File: src/sv/ibus_receive_framer_assert.svh
// Assertion macros shared by the receive framer RTL.
// Needs nothing else; files that assert take it by include.
`ifndef IBUS_RECEIVE_FRAMER_ASSERT_SVH
`define IBUS_RECEIVE_FRAMER_ASSERT_SVH

// Same-cycle implication, disabled while in reset.
`define IRF_ASSERT_NOW(label, clk, rst_n, ante, cons, msg) \
    label: assert property (@(posedge clk) disable iff (!rst_n) (ante) |-> (cons)) \
        else $error(msg);

// Next-cycle implication, disabled while in reset.
`define IRF_ASSERT_NEXT(label, clk, rst_n, ante, cons, msg) \
    label: assert property (@(posedge clk) disable iff (!rst_n) (ante) |=> (cons)) \
        else $error(msg);

`endif

File: src/sv/irf_pkg.sv
// Types and codes for the receive framer.
// Used by irf_core and ibus_receive_framer; depends on nothing.
package irf_pkg;

    localparam logic [1:0] REQ_RX_BYTE = 2'd0;
    localparam logic [1:0] REQ_TICK    = 2'd1;
    localparam logic [1:0] REQ_TX_SENT = 2'd2;

    localparam logic [2:0] EV_NONE     = 3'd0;
    localparam logic [2:0] EV_STORED   = 3'd1;
    localparam logic [2:0] EV_ECHO     = 3'd2;
    localparam logic [2:0] EV_VALID    = 3'd3;
    localparam logic [2:0] EV_BADSUM   = 3'd4;
    localparam logic [2:0] EV_OVERFLOW = 3'd5;
    localparam logic [2:0] EV_TIMEOUT  = 3'd6;
    localparam logic [2:0] EV_ECHOLOAD = 3'd7;

    localparam logic [7:0] COUNT_LIMIT  = 8'hFE;
    localparam logic [7:0] GAP_MS_RESET = 8'd8;
    localparam logic [7:0] MIN_FRAME    = 8'd4;
    localparam logic [8:0] LEN_EXTRA    = 9'd2;
    localparam logic [7:0] IDLE_MAX     = 8'hFF;

    typedef struct packed {
        logic [1:0] req_type;
        logic [7:0] rx_byte;
        logic [7:0] tx_frame_len;
    } item_t;

    typedef struct packed {
        logic [2:0] event_res;
        logic [7:0] byte_value;
        logic [7:0] byte_index;
        logic       gap_discard;
    } result_t;

endpackage

File: src/sv/irf_core.sv
// Framing state and the per-item update logic of the receive framer.
// Depends on irf_pkg.
module irf_core
(
    input  logic            clk,
    input  logic            rst_n,
    input  logic            cfg_we,
    input  logic [7:0]      cfg_wdata,
    input  logic            step,
    input  irf_pkg::item_t  item,
    output irf_pkg::result_t result
);

    logic [7:0] gap_ms_reg;
    logic [7:0] byte_count_reg, byte_count_next;
    logic [7:0] frame_length_reg, frame_length_next;
    logic [7:0] running_xor_reg, running_xor_next;
    logic [7:0] echo_left_reg, echo_left_next;
    logic [7:0] idle_ms_reg, idle_ms_next;

    logic [7:0] idle_inc;
    logic       held;
    logic       rx_expired;
    logic [7:0] bc0, fl0, x0;
    logic [7:0] fl1, x1, bc1;
    logic [8:0] total;

    always_comb
    begin
        idle_inc   = (idle_ms_reg == irf_pkg::IDLE_MAX) ? idle_ms_reg : idle_ms_reg + 8'd1;
        held       = (byte_count_reg != 8'd0);
        rx_expired = held && (idle_ms_reg >= gap_ms_reg);

        // drop a stale frame before the byte is handled
        bc0 = rx_expired ? 8'd0 : byte_count_reg;
        fl0 = rx_expired ? 8'd0 : frame_length_reg;
        x0  = rx_expired ? 8'd0 : running_xor_reg;

        fl1   = (bc0 == 8'd1) ? item.rx_byte : fl0;
        x1    = x0 ^ item.rx_byte;
        bc1   = bc0 + 8'd1;
        total = {1'b0, fl1} + irf_pkg::LEN_EXTRA;

        byte_count_next   = byte_count_reg;
        frame_length_next = frame_length_reg;
        running_xor_next  = running_xor_reg;
        echo_left_next    = echo_left_reg;
        idle_ms_next      = idle_ms_reg;
        result            = '0;

        case (item.req_type)
            irf_pkg::REQ_TX_SENT:
            begin
                echo_left_next   = item.tx_frame_len + 8'd2;
                result.event_res = irf_pkg::EV_ECHOLOAD;
            end
            irf_pkg::REQ_TICK:
            begin
                idle_ms_next = idle_inc;
                if (held && (idle_inc >= gap_ms_reg))
                begin
                    byte_count_next   = 8'd0;
                    frame_length_next = 8'd0;
                    running_xor_next  = 8'd0;
                    result.event_res  = irf_pkg::EV_TIMEOUT;
                end
            end
            irf_pkg::REQ_RX_BYTE:
            begin
                result.gap_discard = rx_expired;
                idle_ms_next       = 8'd0;
                byte_count_next    = bc0;
                frame_length_next  = fl0;
                running_xor_next   = x0;
                if (echo_left_reg != 8'd0)
                begin
                    echo_left_next   = echo_left_reg - 8'd1;
                    result.event_res = irf_pkg::EV_ECHO;
                end
                else
                begin
                    result.byte_value = item.rx_byte;
                    result.byte_index = bc0;
                    byte_count_next   = bc1;
                    frame_length_next = fl1;
                    running_xor_next  = x1;
                    result.event_res  = irf_pkg::EV_STORED;
                    if ((bc1 > irf_pkg::MIN_FRAME) && ({1'b0, bc1} == total))
                    begin
                        result.event_res  = (x1 == 8'd0) ? irf_pkg::EV_VALID
                                                         : irf_pkg::EV_BADSUM;
                        byte_count_next   = 8'd0;
                        frame_length_next = 8'd0;
                        running_xor_next  = 8'd0;
                    end
                    else if (bc1 > irf_pkg::COUNT_LIMIT)
                    begin
                        result.event_res  = irf_pkg::EV_OVERFLOW;
                        byte_count_next   = 8'd0;
                        frame_length_next = 8'd0;
                        running_xor_next  = 8'd0;
                    end
                end
            end
            default:
            begin
                result.event_res = irf_pkg::EV_NONE;
            end
        endcase
    end

    always_ff @(posedge clk or negedge rst_n)
    begin
        if (!rst_n)
        begin
            gap_ms_reg       <= irf_pkg::GAP_MS_RESET;
            byte_count_reg   <= 8'd0;
            frame_length_reg <= 8'd0;
            running_xor_reg  <= 8'd0;
            echo_left_reg    <= 8'd0;
            idle_ms_reg      <= 8'd0;
        end
        else
        begin
            if (cfg_we)
            begin
                gap_ms_reg <= cfg_wdata;
            end
            if (step)
            begin
                byte_count_reg   <= byte_count_next;
                frame_length_reg <= frame_length_next;
                running_xor_reg  <= running_xor_next;
                echo_left_reg    <= echo_left_next;
                idle_ms_reg      <= idle_ms_next;
            end
        end
    end

endmodule

File: src/sv/ibus_receive_framer.sv
// Receive framer top level: input register, framing core, result register.
// Depends on irf_pkg, irf_core and ibus_receive_framer_assert.svh.
//
// Takes one item per cycle while the output is not stalled and gives exactly
// one result item per input item: it is held in the input register, then goes
// through the framing logic and is then written into the result
// register. Input tuser carries the request kind (0 received byte, 1 one
// millisecond tick, 2 own frame sent, 3 ignored); results carry the event
// code in tuser. Both registers may hold an item while the output stalls,
// so the input keeps accepting until both are full. Write gap_ms through
// cfg_we/cfg_wdata only while no item is in flight; it resets to 8.
`include "ibus_receive_framer_assert.svh"

module ibus_receive_framer
(
    input  logic        clk,
    input  logic        rst_n,
    input  logic        cfg_we,
    input  logic [7:0]  cfg_wdata,
    input  logic        s_tvalid,
    output logic        s_tready,
    input  logic [15:0] s_tdata,   // rx_byte [7:0], tx_frame_len [15:8]
    input  logic [1:0]  s_tuser,   // req_type [1:0]
    output logic        m_tvalid,
    input  logic        m_tready,
    output logic [23:0] m_tdata,   // byte_value [7:0], byte_index [15:8],
                                   // gap_discard [16], zero [23:17]
    output logic [2:0]  m_tuser    // event_res [2:0]
);

    logic              in_valid_reg;
    irf_pkg::item_t    in_item_reg;
    logic              out_valid_reg;
    irf_pkg::result_t  out_res_reg;
    irf_pkg::result_t  core_res;
    logic              out_free;
    logic              advance;

    assign out_free = !out_valid_reg || m_tready;
    assign advance  = in_valid_reg && out_free;
    assign s_tready = !in_valid_reg || advance;

    irf_core u_core
    (
        .clk       (clk),
        .rst_n     (rst_n),
        .cfg_we    (cfg_we),
        .cfg_wdata (cfg_wdata),
        .step      (advance),
        .item      (in_item_reg),
        .result    (core_res)
    );

    always_ff @(posedge clk or negedge rst_n)
    begin
        if (!rst_n)
        begin
            in_valid_reg  <= 1'b0;
            out_valid_reg <= 1'b0;
        end
        else
        begin
            if (s_tready)
            begin
                in_valid_reg <= s_tvalid;
            end
            if (out_free)
            begin
                out_valid_reg <= in_valid_reg;
            end
        end
    end

    // payload: hold while stalled
    always_ff @(posedge clk)
    begin
        if (s_tvalid && s_tready)
        begin
            in_item_reg.req_type     <= s_tuser;
            in_item_reg.rx_byte      <= s_tdata[7:0];
            in_item_reg.tx_frame_len <= s_tdata[15:8];
        end
        if (advance)
        begin
            out_res_reg <= core_res;
        end
    end

    assign m_tvalid = out_valid_reg;
    assign m_tuser  = out_res_reg.event_res;
    assign m_tdata  = {7'd0, out_res_reg.gap_discard, out_res_reg.byte_index,
                       out_res_reg.byte_value};

    `IRF_ASSERT_NOW(a_ready_only_when_full, clk, rst_n, !s_tready,
        in_valid_reg && out_valid_reg && !m_tready, "input stalled with room left")
    `IRF_ASSERT_NEXT(a_advance_fills_out, clk, rst_n, advance, out_valid_reg,
        "advanced item did not reach the result register")
    `IRF_ASSERT_NOW(a_index_in_range, clk, rst_n, m_tvalid, m_tdata[15:8] != 8'hFF,
        "byte index beyond frame limit")
    `IRF_ASSERT_NOW(a_echo_no_byte, clk, rst_n,
        m_tvalid && (m_tuser == irf_pkg::EV_ECHO || m_tuser == irf_pkg::EV_TIMEOUT),
        m_tdata[15:0] == 16'd0, "byte fields set on an event without a stored byte")

endmodule

File: config.mk
export PLATFORM = sky130hd
export DESIGN_NAME = ibus_receive_framer
export DESIGN_NICKNAME = d
export VERILOG_FILES = /design/src/sv/irf_pkg.sv /design/src/sv/irf_core.sv /design/src/sv/ibus_receive_framer.sv
export VERILOG_INCLUDE_DIRS = /design/src /design/src/sv
export SDC_FILE = /design/constraint.sdc
export NUM_CORES = 1
export LEC_CHECK = 0
export ABC_AREA = 1
export BUFFER_PORTS_ARGS = -buffer_cell sky130_fd_sc_hd__buf_4
export CORE_MARGIN = 1.5
export CORE_UTILIZATION = 37
export CTS_BUF_LIST = sky130_fd_sc_hd__clkbuf_4
export CTS_CLUSTER_SIZE = 25
export DETAILED_ROUTE_END_ITERATION = 10
export GPL_TIMING_DRIVEN = 0
export PLACE_DENSITY_LB_ADDON = 0.05
export SLEW_MARGIN = 20
export SYNTH_ARGS = -nofsm -noshare
export SYNTH_HDL_FRONTEND = slang
export SYNTH_HIERARCHICAL = 1
export SYNTH_SLANG_ARGS = --single-unit
File: constraint.sdc
create_clock -name clk -period 9.54 [get_ports clk]
set_input_delay 1.908 -clock clk [delete_from_list [all_inputs] [get_ports clk]]
set_output_delay 1.908 -clock clk [all_outputs]
set_load 0.02 [all_outputs]
==> flow_metrics.env, run 1 <==
export IMPL_cts_sinks=88
export IMPL_first_pass_grt_wire_length_mm=23.58
export IMPL_status="complete, no violations"
export IMPL_ys_seq_elements=88
export IMPL_timing_hold_violations_final=0
export IMPL_power_per_cell_area_nw_per_um2=138.9
export IMPL_dp_cells=983
export IMPL_post_cts_repair_setup_buffers=0
export IMPL_overall_via_count_from_detail_route=4839
export IMPL_fp_dieArea_um2=15940
export IMPL_track_usage_pct=18.72
export IMPL_finClkSkew_ns=0.02270
export IMPL_vdd_drop_max_uv=65.22
export IMPL_antenna_left=0
export IMPL_drt_vias_per_instance=4.844
export IMPL_ys_warnings_count=6
export IMPL_postLayoutSetupSlackWorst_ns=4.433
export IMPL_setup_viol_count_final=0
export IMPL_routed_wire_length_per_instance_um=14.09
export IMPL_hold_buffers=0
export IMPL_fin_nets=864
export IMPL_place_gp_congestion=0.8889
export IMPL_post_synth_cell_area_avg_um2=7.595
export IMPL_final_common_cell="sky130_fd_sc_hd__nand2_1"
export IMPL_netlist_instances=740
export IMPL_placement_rows=44
export IMPL_largest_register_ffs=18
export IMPL_maxClockFrequency_mhz=195.8
export IMPL_clk_pin_slew_worst_paths_ns=0.15
export IMPL_cts_inserted_buffers=9
export IMPL_mappedNetlistArea_um2=5620
export IMPL_clk_insertion_delay_late_ns=0.47
export IMPL_detailedPlacementHpwl_mm=10.53
export IMPL_totalNegativeSetupSlack_ns=0
export IMPL_iter_0_drt_violations=256
export IMPL_synth_ff_type="sky130_fd_sc_hd__dfrtp_1"
export IMPL_start_util_pct=38.24
export IMPL_final_period_minus_worst_setup_slack_ns=5.107
export IMPL_timing_critical_path_from="u_core/gap_ms_reg[3]"
export IMPL_start_kind="flip-flop"
export IMPL_post_cts_resized=0
export IMPL_critical_path_endpoint="m_tuser[0]"
export IMPL_edff_count_synth=38
export IMPL_post_route_cells_drive_above_1_share_pct=15.09
export IMPL_critical_path_depth=32
export IMPL_place_ws_ns=4.474
export IMPL_rsz0062_at_grt="no"
export IMPL_timing_critical_path_fanout_max=10
export IMPL_ctsHtreeMaxLevel=3
export IMPL_rr_endpoint="m_tuser[0]"
export IMPL_hold_ws_ns=0.5018
export IMPL_max_slew_violation_count=0
export IMPL_period_share_pct=53.53
export IMPL_proportion_of_synthesized_chip_area_in_sequential_cells_pct=42.59
export IMPL_ffs_w_async_s_r_synth_pct=56.82
export IMPL_drt_pass1_iterations=5
export IMPL_cp_top_family="simple AND/OR/NAND/NOR gates"
export IMPL_worst_ep_arrival_time_ns=5.34
export IMPL_final_routed_wirelength_mm=14.08
export IMPL_timing_reg2reg_setup_slack_ns=4.43
export IMPL_fp_dieW_um=126.3
export IMPL_worstHoldPathType="reg2reg"
export IMPL_final_instance_count_excl_fill=999
export IMPL_kind_of_capture_point_of_the_worst_setup_path="flip-flop"
export IMPL_critical_path_max_stage_delay_ns=0.55
export IMPL_die_height_um=126.3
export IMPL_tritoncts="yes"
export IMPL_r2r_worst_path_cells=32
export IMPL_critPathBufInv=7
export IMPL_p_leak_nw=3.166
export IMPL_required_ns=9.77
export IMPL_ctsRootBufferMaster="sky130_fd_sc_hd__clkbuf_4"
export IMPL_timing_max_slew_rel_slack_pct=44.83
export IMPL_timing_worst_slew_pin_value_ns=0.8212
export IMPL_grt_pass1_vias=4718
export IMPL_max_cap_viol_count=0
export IMPL_maximum_clock_insertion_buffer_count=2
export IMPL_synth_lib_cells_used_distinct=39
export IMPL_crit_path_top_delay_cell="sky130_fd_sc_hd__dfstp_2"
export IMPL_layout_area_overhead_vs_synth_pct=14.63
export IMPL_critical_path_top_cell_by_count="sky130_fd_sc_hd__nand2_1"
export IMPL_portBuffers=52
export IMPL_layout_cells_most_common_list="sky130_fd_sc_hd__nand2_1, sky130_fd_sc_hd__inv_1, sky130_fd_sc_hd__nand3_1"
export IMPL_crit_reg2reg_launch="u_core/gap_ms_reg[3]"
export IMPL_io_pins=60
export IMPL_insertedDiodeCount=0
export IMPL_setup_worst_path_class="reg2reg"
export IMPL_drc=0
export IMPL_filler_cell_count=1521
export IMPL_grt_start_max_net_pins=51
export IMPL_grt_antenna_before_repair=0
export IMPL_design_core_area_um2=14700
export IMPL_globalRouteOverflowTotal=0
report_power, final:
group | switching (mW) | internal (mW)
sequential | 0.0214 | 0.430
clock | 0.133 | 0.0854
combinational | 0.141 | 0.0842
total | 0.295 | 0.599
cell families (layout without fill, tap and decap cells):
logic type | after synthesis | in the layout | share of synthesized area, %
AOI/OAI and AO/OA | 70 | 70 | 6.768
xor gates and xnor gates | 20 | 20 | 3.117
adders and majority gates | 23 | 23 | 5.120
buffers and inverters | 129 | 198 | 9.884
DFF | 88 | 88 | 42.59
muxes | 1 | 1 | 0.2003
other | 1 | 7 | 0.06672
and+or+nand+nor | 408 | 408 | 32.26
how the worst min path moves through the flow:
stage	endpoint	from	cells after the start	slack, ns
CTS	u_core/frame_length_reg[2]	u_core/frame_length_reg[2]	2	0.50
global route	u_core/frame_length_reg[4]	u_core/frame_length_reg[4]	2	0.51
detailed placement	u_core/frame_length_reg[2]	u_core/frame_length_reg[2]	2	0.47
finish	u_core/frame_length_reg[2]	u_core/frame_length_reg[2]	2	0.50
global placement	u_core/frame_length_reg[2]	u_core/frame_length_reg[2]	2	0.47
floorplan	u_core/frame_length_reg[1]	u_core/frame_length_reg[1]	2	0.45
metal layers:
layer	up-vias	track usage [%]	wire length (um)
met4	0	6.964	228
met5	-	0	0
li1	2494	-	-
met3	19	2.549	532
met1	2204	25.56	6955
met2	122	30.38	6362
synthesized netlist by cell type (6+ instances only):
cell                       number  area [um^2]
sky130_fd_sc_hd__nor2_1        67        251.5
sky130_fd_sc_hd__edfxtp_1      38         1141
sky130_fd_sc_hd__buf_4          8        60.06
sky130_fd_sc_hd__nand2_2        9        56.30
sky130_fd_sc_hd__nand2_1      221        829.6
sky130_fd_sc_hd__inv_1         95        356.6
sky130_fd_sc_hd__clkbuf_1      13        48.80
sky130_fd_sc_hd__ha_1          23        287.8
sky130_fd_sc_hd__nor3_1         7        35.03
sky130_fd_sc_hd__xor2_1        17        148.9
sky130_fd_sc_hd__nand3_2       11        110.1
sky130_fd_sc_hd__nand2_4        6        67.56
sky130_fd_sc_hd__nand3_1       71        355.3
sky130_fd_sc_hd__o21ai_0       27        135.1
sky130_fd_sc_hd__dfrtp_1       49         1226
sky130_fd_sc_hd__a21oi_1       26        130.1
through the flow:
step	instance area, um^2	power, mW	util [%]
global route	6442	0.9581	43.83
CTS	6442	0.9084	43.83
global placement	6264	0.6753	42.61
detailed placement	6302	0.6844	42.88
finish	6442	0.8947	43.83
floorplan	5643	0.6127	-
cell type report:
class / instances / area (um^2) / area share, %
plain buffers: 30 / 183.9 / 2.855
flip-flops and latches: 88 / 2394 / 37.15
clock buffers: 11 / 82.58 / 1.282
repair buffers: 53 / 417.9 / 6.487
multi-input cells: 529 / 2705 / 41.99
well taps: 184 / 230.2 / 3.574
clock inverters: 5 / 57.56 / 0.8934
inverters: 99 / 371.6 / 5.768
worst reg2reg max path, delay by kind of cell (launching register included):
kind / cells / cell delay (ns)
AOI/OAI and AO/OA: 1 / 0.13
adders and majority gates: 3 / 0.87
buffers and inverters: 7 / 1.29
DFF: 1 / 0.55
and+or+nand+nor: 21 / 2.03
Note: power is estimated with default switching activity, not from simulation.
==> run 2: changes to the inputs <==
==> constraint.sdc (replaced) <==
create_clock -name clk -period 4.1 [get_ports clk]
set_input_delay 0.82 -clock clk [delete_from_list [all_inputs] [get_ports clk]]
set_output_delay 0.82 -clock clk [all_outputs]
set_load 0.02 [all_outputs]
==> flow_metrics.env, run 2 (same netlist as run 1, synthesis figures left out) <==
export IMPL_ctsRootBufferMaster="sky130_fd_sc_hd__clkbuf_4"
export IMPL_placement_rows=44
export IMPL_timing_critical_path_fanout_max=10
export IMPL_hold_buffers=0
export IMPL_final_core_utilization_pct=45.72
export IMPL_overall_via_count_from_detail_route=4909
export IMPL_insertedDiodeCount=0
export IMPL_crit_path_top_delay_cell="sky130_fd_sc_hd__dfstp_2"
export IMPL_required_ns=4.33
export IMPL_timing_max_slew_rel_slack_pct=41.37
export IMPL_antenna_left=0
export IMPL_internal_mw=1.411
export IMPL_routed_wire_length_per_instance_um=14.22
export IMPL_power_combinational_fraction_pct=26.3
export IMPL_rsz0062_at_grt="no"
export IMPL_worstHoldPathType="in2async"
export IMPL_kind_of_capture_point_of_the_worst_setup_path="flip-flop"
export IMPL_r2r_worst_path_cells=28
export IMPL_sequential_power_share_pct=49.8
export IMPL_design_core_area_um2=14700
export IMPL_layout_cells_most_common_list="sky130_fd_sc_hd__nand2_1, sky130_fd_sc_hd__inv_1, sky130_fd_sc_hd__buf_4, sky130_fd_sc_hd__nand3_1, sky130_fd_sc_hd__nor2_1"
export IMPL_vdd_drop_max_uv=133.6
export IMPL_power_switching_fraction_pct=33.18
export IMPL_final_period_minus_worst_setup_slack_ns=3.868
export IMPL_layout_area_overhead_vs_synth_pct=19.57
export IMPL_final_common_cell="sky130_fd_sc_hd__nand2_1"
export IMPL_iter_0_drt_violations=263
export IMPL_setup_worst_path_class="reg2reg"
export IMPL_status="complete, no violations"
export IMPL_totalNegativeSetupSlack_ns=0
export IMPL_start_util_pct=38.24
export IMPL_fp_dieArea_um2=15940
export IMPL_p_leak_nw=3.236
export IMPL_critical_path_endpoint="m_tuser[0]"
export IMPL_largest_register_ffs=18
export IMPL_track_usage_pct=18.73
export IMPL_timing_hold_violations_final=0
export IMPL_timing_critical_path_from="u_core/gap_ms_reg[3]"
export IMPL_worst_ep_arrival_time_ns=4.09
export IMPL_maximum_clock_insertion_buffer_count=2
export IMPL_p_clk_share_pct=24.0
export IMPL_fp_dieW_um=126.3
export IMPL_max_cap_viol_count=0
export IMPL_place_gp_congestion=0.8847
export IMPL_drc=0
export IMPL_final_routed_wirelength_mm=14.34
export IMPL_die_height_um=126.3
export IMPL_switchingPower_uw=700.7
export IMPL_crit_reg2reg_launch="u_core/gap_ms_reg[3]"
export IMPL_io_pins=60
export IMPL_drt_vias_per_instance=4.870
export IMPL_critical_path_max_stage_delay_ns=0.56
export IMPL_timing_worst_slew_pin_value_ns=0.8728
export IMPL_clk_pin_slew_worst_paths_ns=0.15
export IMPL_postLayoutSetupSlackWorst_ns=0.2319
export IMPL_cts_inserted_buffers=9
export IMPL_clk_insertion_delay_late_ns=0.46
export IMPL_power_per_cell_area_nw_per_um2=314.3
export IMPL_finClkSkew_ns=0.02040
export IMPL_fin_nets=873
export IMPL_filler_cell_count=1486
export IMPL_start_kind="flip-flop"
export IMPL_max_slew_violation_count=0
export IMPL_rr_endpoint="m_tuser[0]"
export IMPL_globalRouteOverflowTotal=0
export IMPL_ctsHtreeMaxLevel=3
export IMPL_first_pass_grt_wire_length_mm=23.58
export IMPL_grt_pass1_vias=4642
export IMPL_cts_sinks=88
export IMPL_dp_cells=983
export IMPL_grt_start_max_net_pins=51
export IMPL_period_share_pct=94.34
export IMPL_place_ws_ns=-0.7400
export IMPL_final_instance_count_excl_fill=1008
export IMPL_maxClockFrequency_mhz=258.5
export IMPL_drt_pass1_iterations=7
export IMPL_timing_reg2reg_setup_slack_ns=0.23
export IMPL_setup_viol_count_final=0
export IMPL_portBuffers=52
export IMPL_post_route_cells_drive_above_1_share_pct=18.81
export IMPL_tritoncts="yes"
export IMPL_grt_antenna_before_repair=0
export IMPL_detailedPlacementHpwl_mm=10.57
## run 2: changes by cell type in the layout (fill, tap and decap cells not counted), moves of 4 or more
cell                      change
sky130_fd_sc_hd__nand3_1      -4
sky130_fd_sc_hd__buf_4        +7
sky130_fd_sc_hd__nand2_1      -6
sky130_fd_sc_hd__inv_1        -4
## run 2: worst min-delay path by stage
| stage | end | slack (ns) | cells past startpoint | start |
|---|---|---|---|---|
| after global placement | u_core/frame_length_reg[2] | 0.47 | 2 | u_core/frame_length_reg[2] |
| after global routing | u_core/gap_ms_reg[4] | 0.41 | 1 | rst_n |
| after CTS | u_core/gap_ms_reg[4] | 0.39 | 1 | rst_n |
| after detailed placement | u_core/frame_length_reg[6] | 0.47 | 2 | u_core/frame_length_reg[6] |
| final | u_core/gap_ms_reg[4] | 0.38 | 1 | rst_n |
| after floorplan | u_core/frame_length_reg[1] | 0.45 | 2 | u_core/frame_length_reg[1] |
## run 2: metal layers
metal  share of wire, %  vias to the layer above  global-route usage, %
met5                  0                        -                      0
met4                1.7                        0                  6.626
met3                4.3                       16                  2.676
met2                 45                      122                  29.57
met1                 49                     2266                  26.34
li1                   -                     2505                      -
## run 2: per-stage QoR
| step | area [um^2] | hold WS (ns) | power, mW |
|---|---|---|---|
| finish | 6720 | 0.3813 | 2.112 |
| global route | 6720 | 0.4105 | 2.261 |
| CTS | 6530 | 0.3907 | 2.118 |
| detailed placement | 6304 | 0.4701 | 1.589 |
| global placement | 6265 | 0.4658 | 1.572 |
| floorplan | 5644 | 0.4488 | 1.426 |
## run 2: cell type report
class / count / area, um^2 / share of cell area [%]
Multi-Input combinational cell: 529 / 2845 / 42.34
Sequential cell: 88 / 2394 / 35.62
Timing Repair Buffer: 63 / 518.0 / 7.708
Inverter: 99 / 374.1 / 5.567
Tap cell: 184 / 230.2 / 3.426
Buffer: 29 / 219.0 / 3.258
Clock buffer: 11 / 82.58 / 1.229
Clock inverter: 5 / 57.56 / 0.8565
## run 2: repair_timing
action                                  in CTS  in global routing
gates cloned                                 0                  1
setup buffers                                3                  6
resized for setup                           18                 31
endpoints found under the setup margin      27                 27
pin swaps                                    3                 14
## run 2: worst max-delay path: cells and delay by family, from the launching register on
kind	cells	cell delay, ns
compound gates	1	0.11
fa+ha+maj	3	0.53
flops	1	0.56
simple gates	19	1.85
buf+inv	5	0.55
## run 2: power by group through the flow
stage                     sequential (mW)  clock, mW  combinational [mW]
after floorplan                      1.07          0               0.352
after global placement               1.07          0               0.504
after detailed placement             1.07          0               0.521
after CTS                            1.05      0.531               0.536
after global routing                 1.06      0.570               0.629
final                                1.05      0.506               0.555
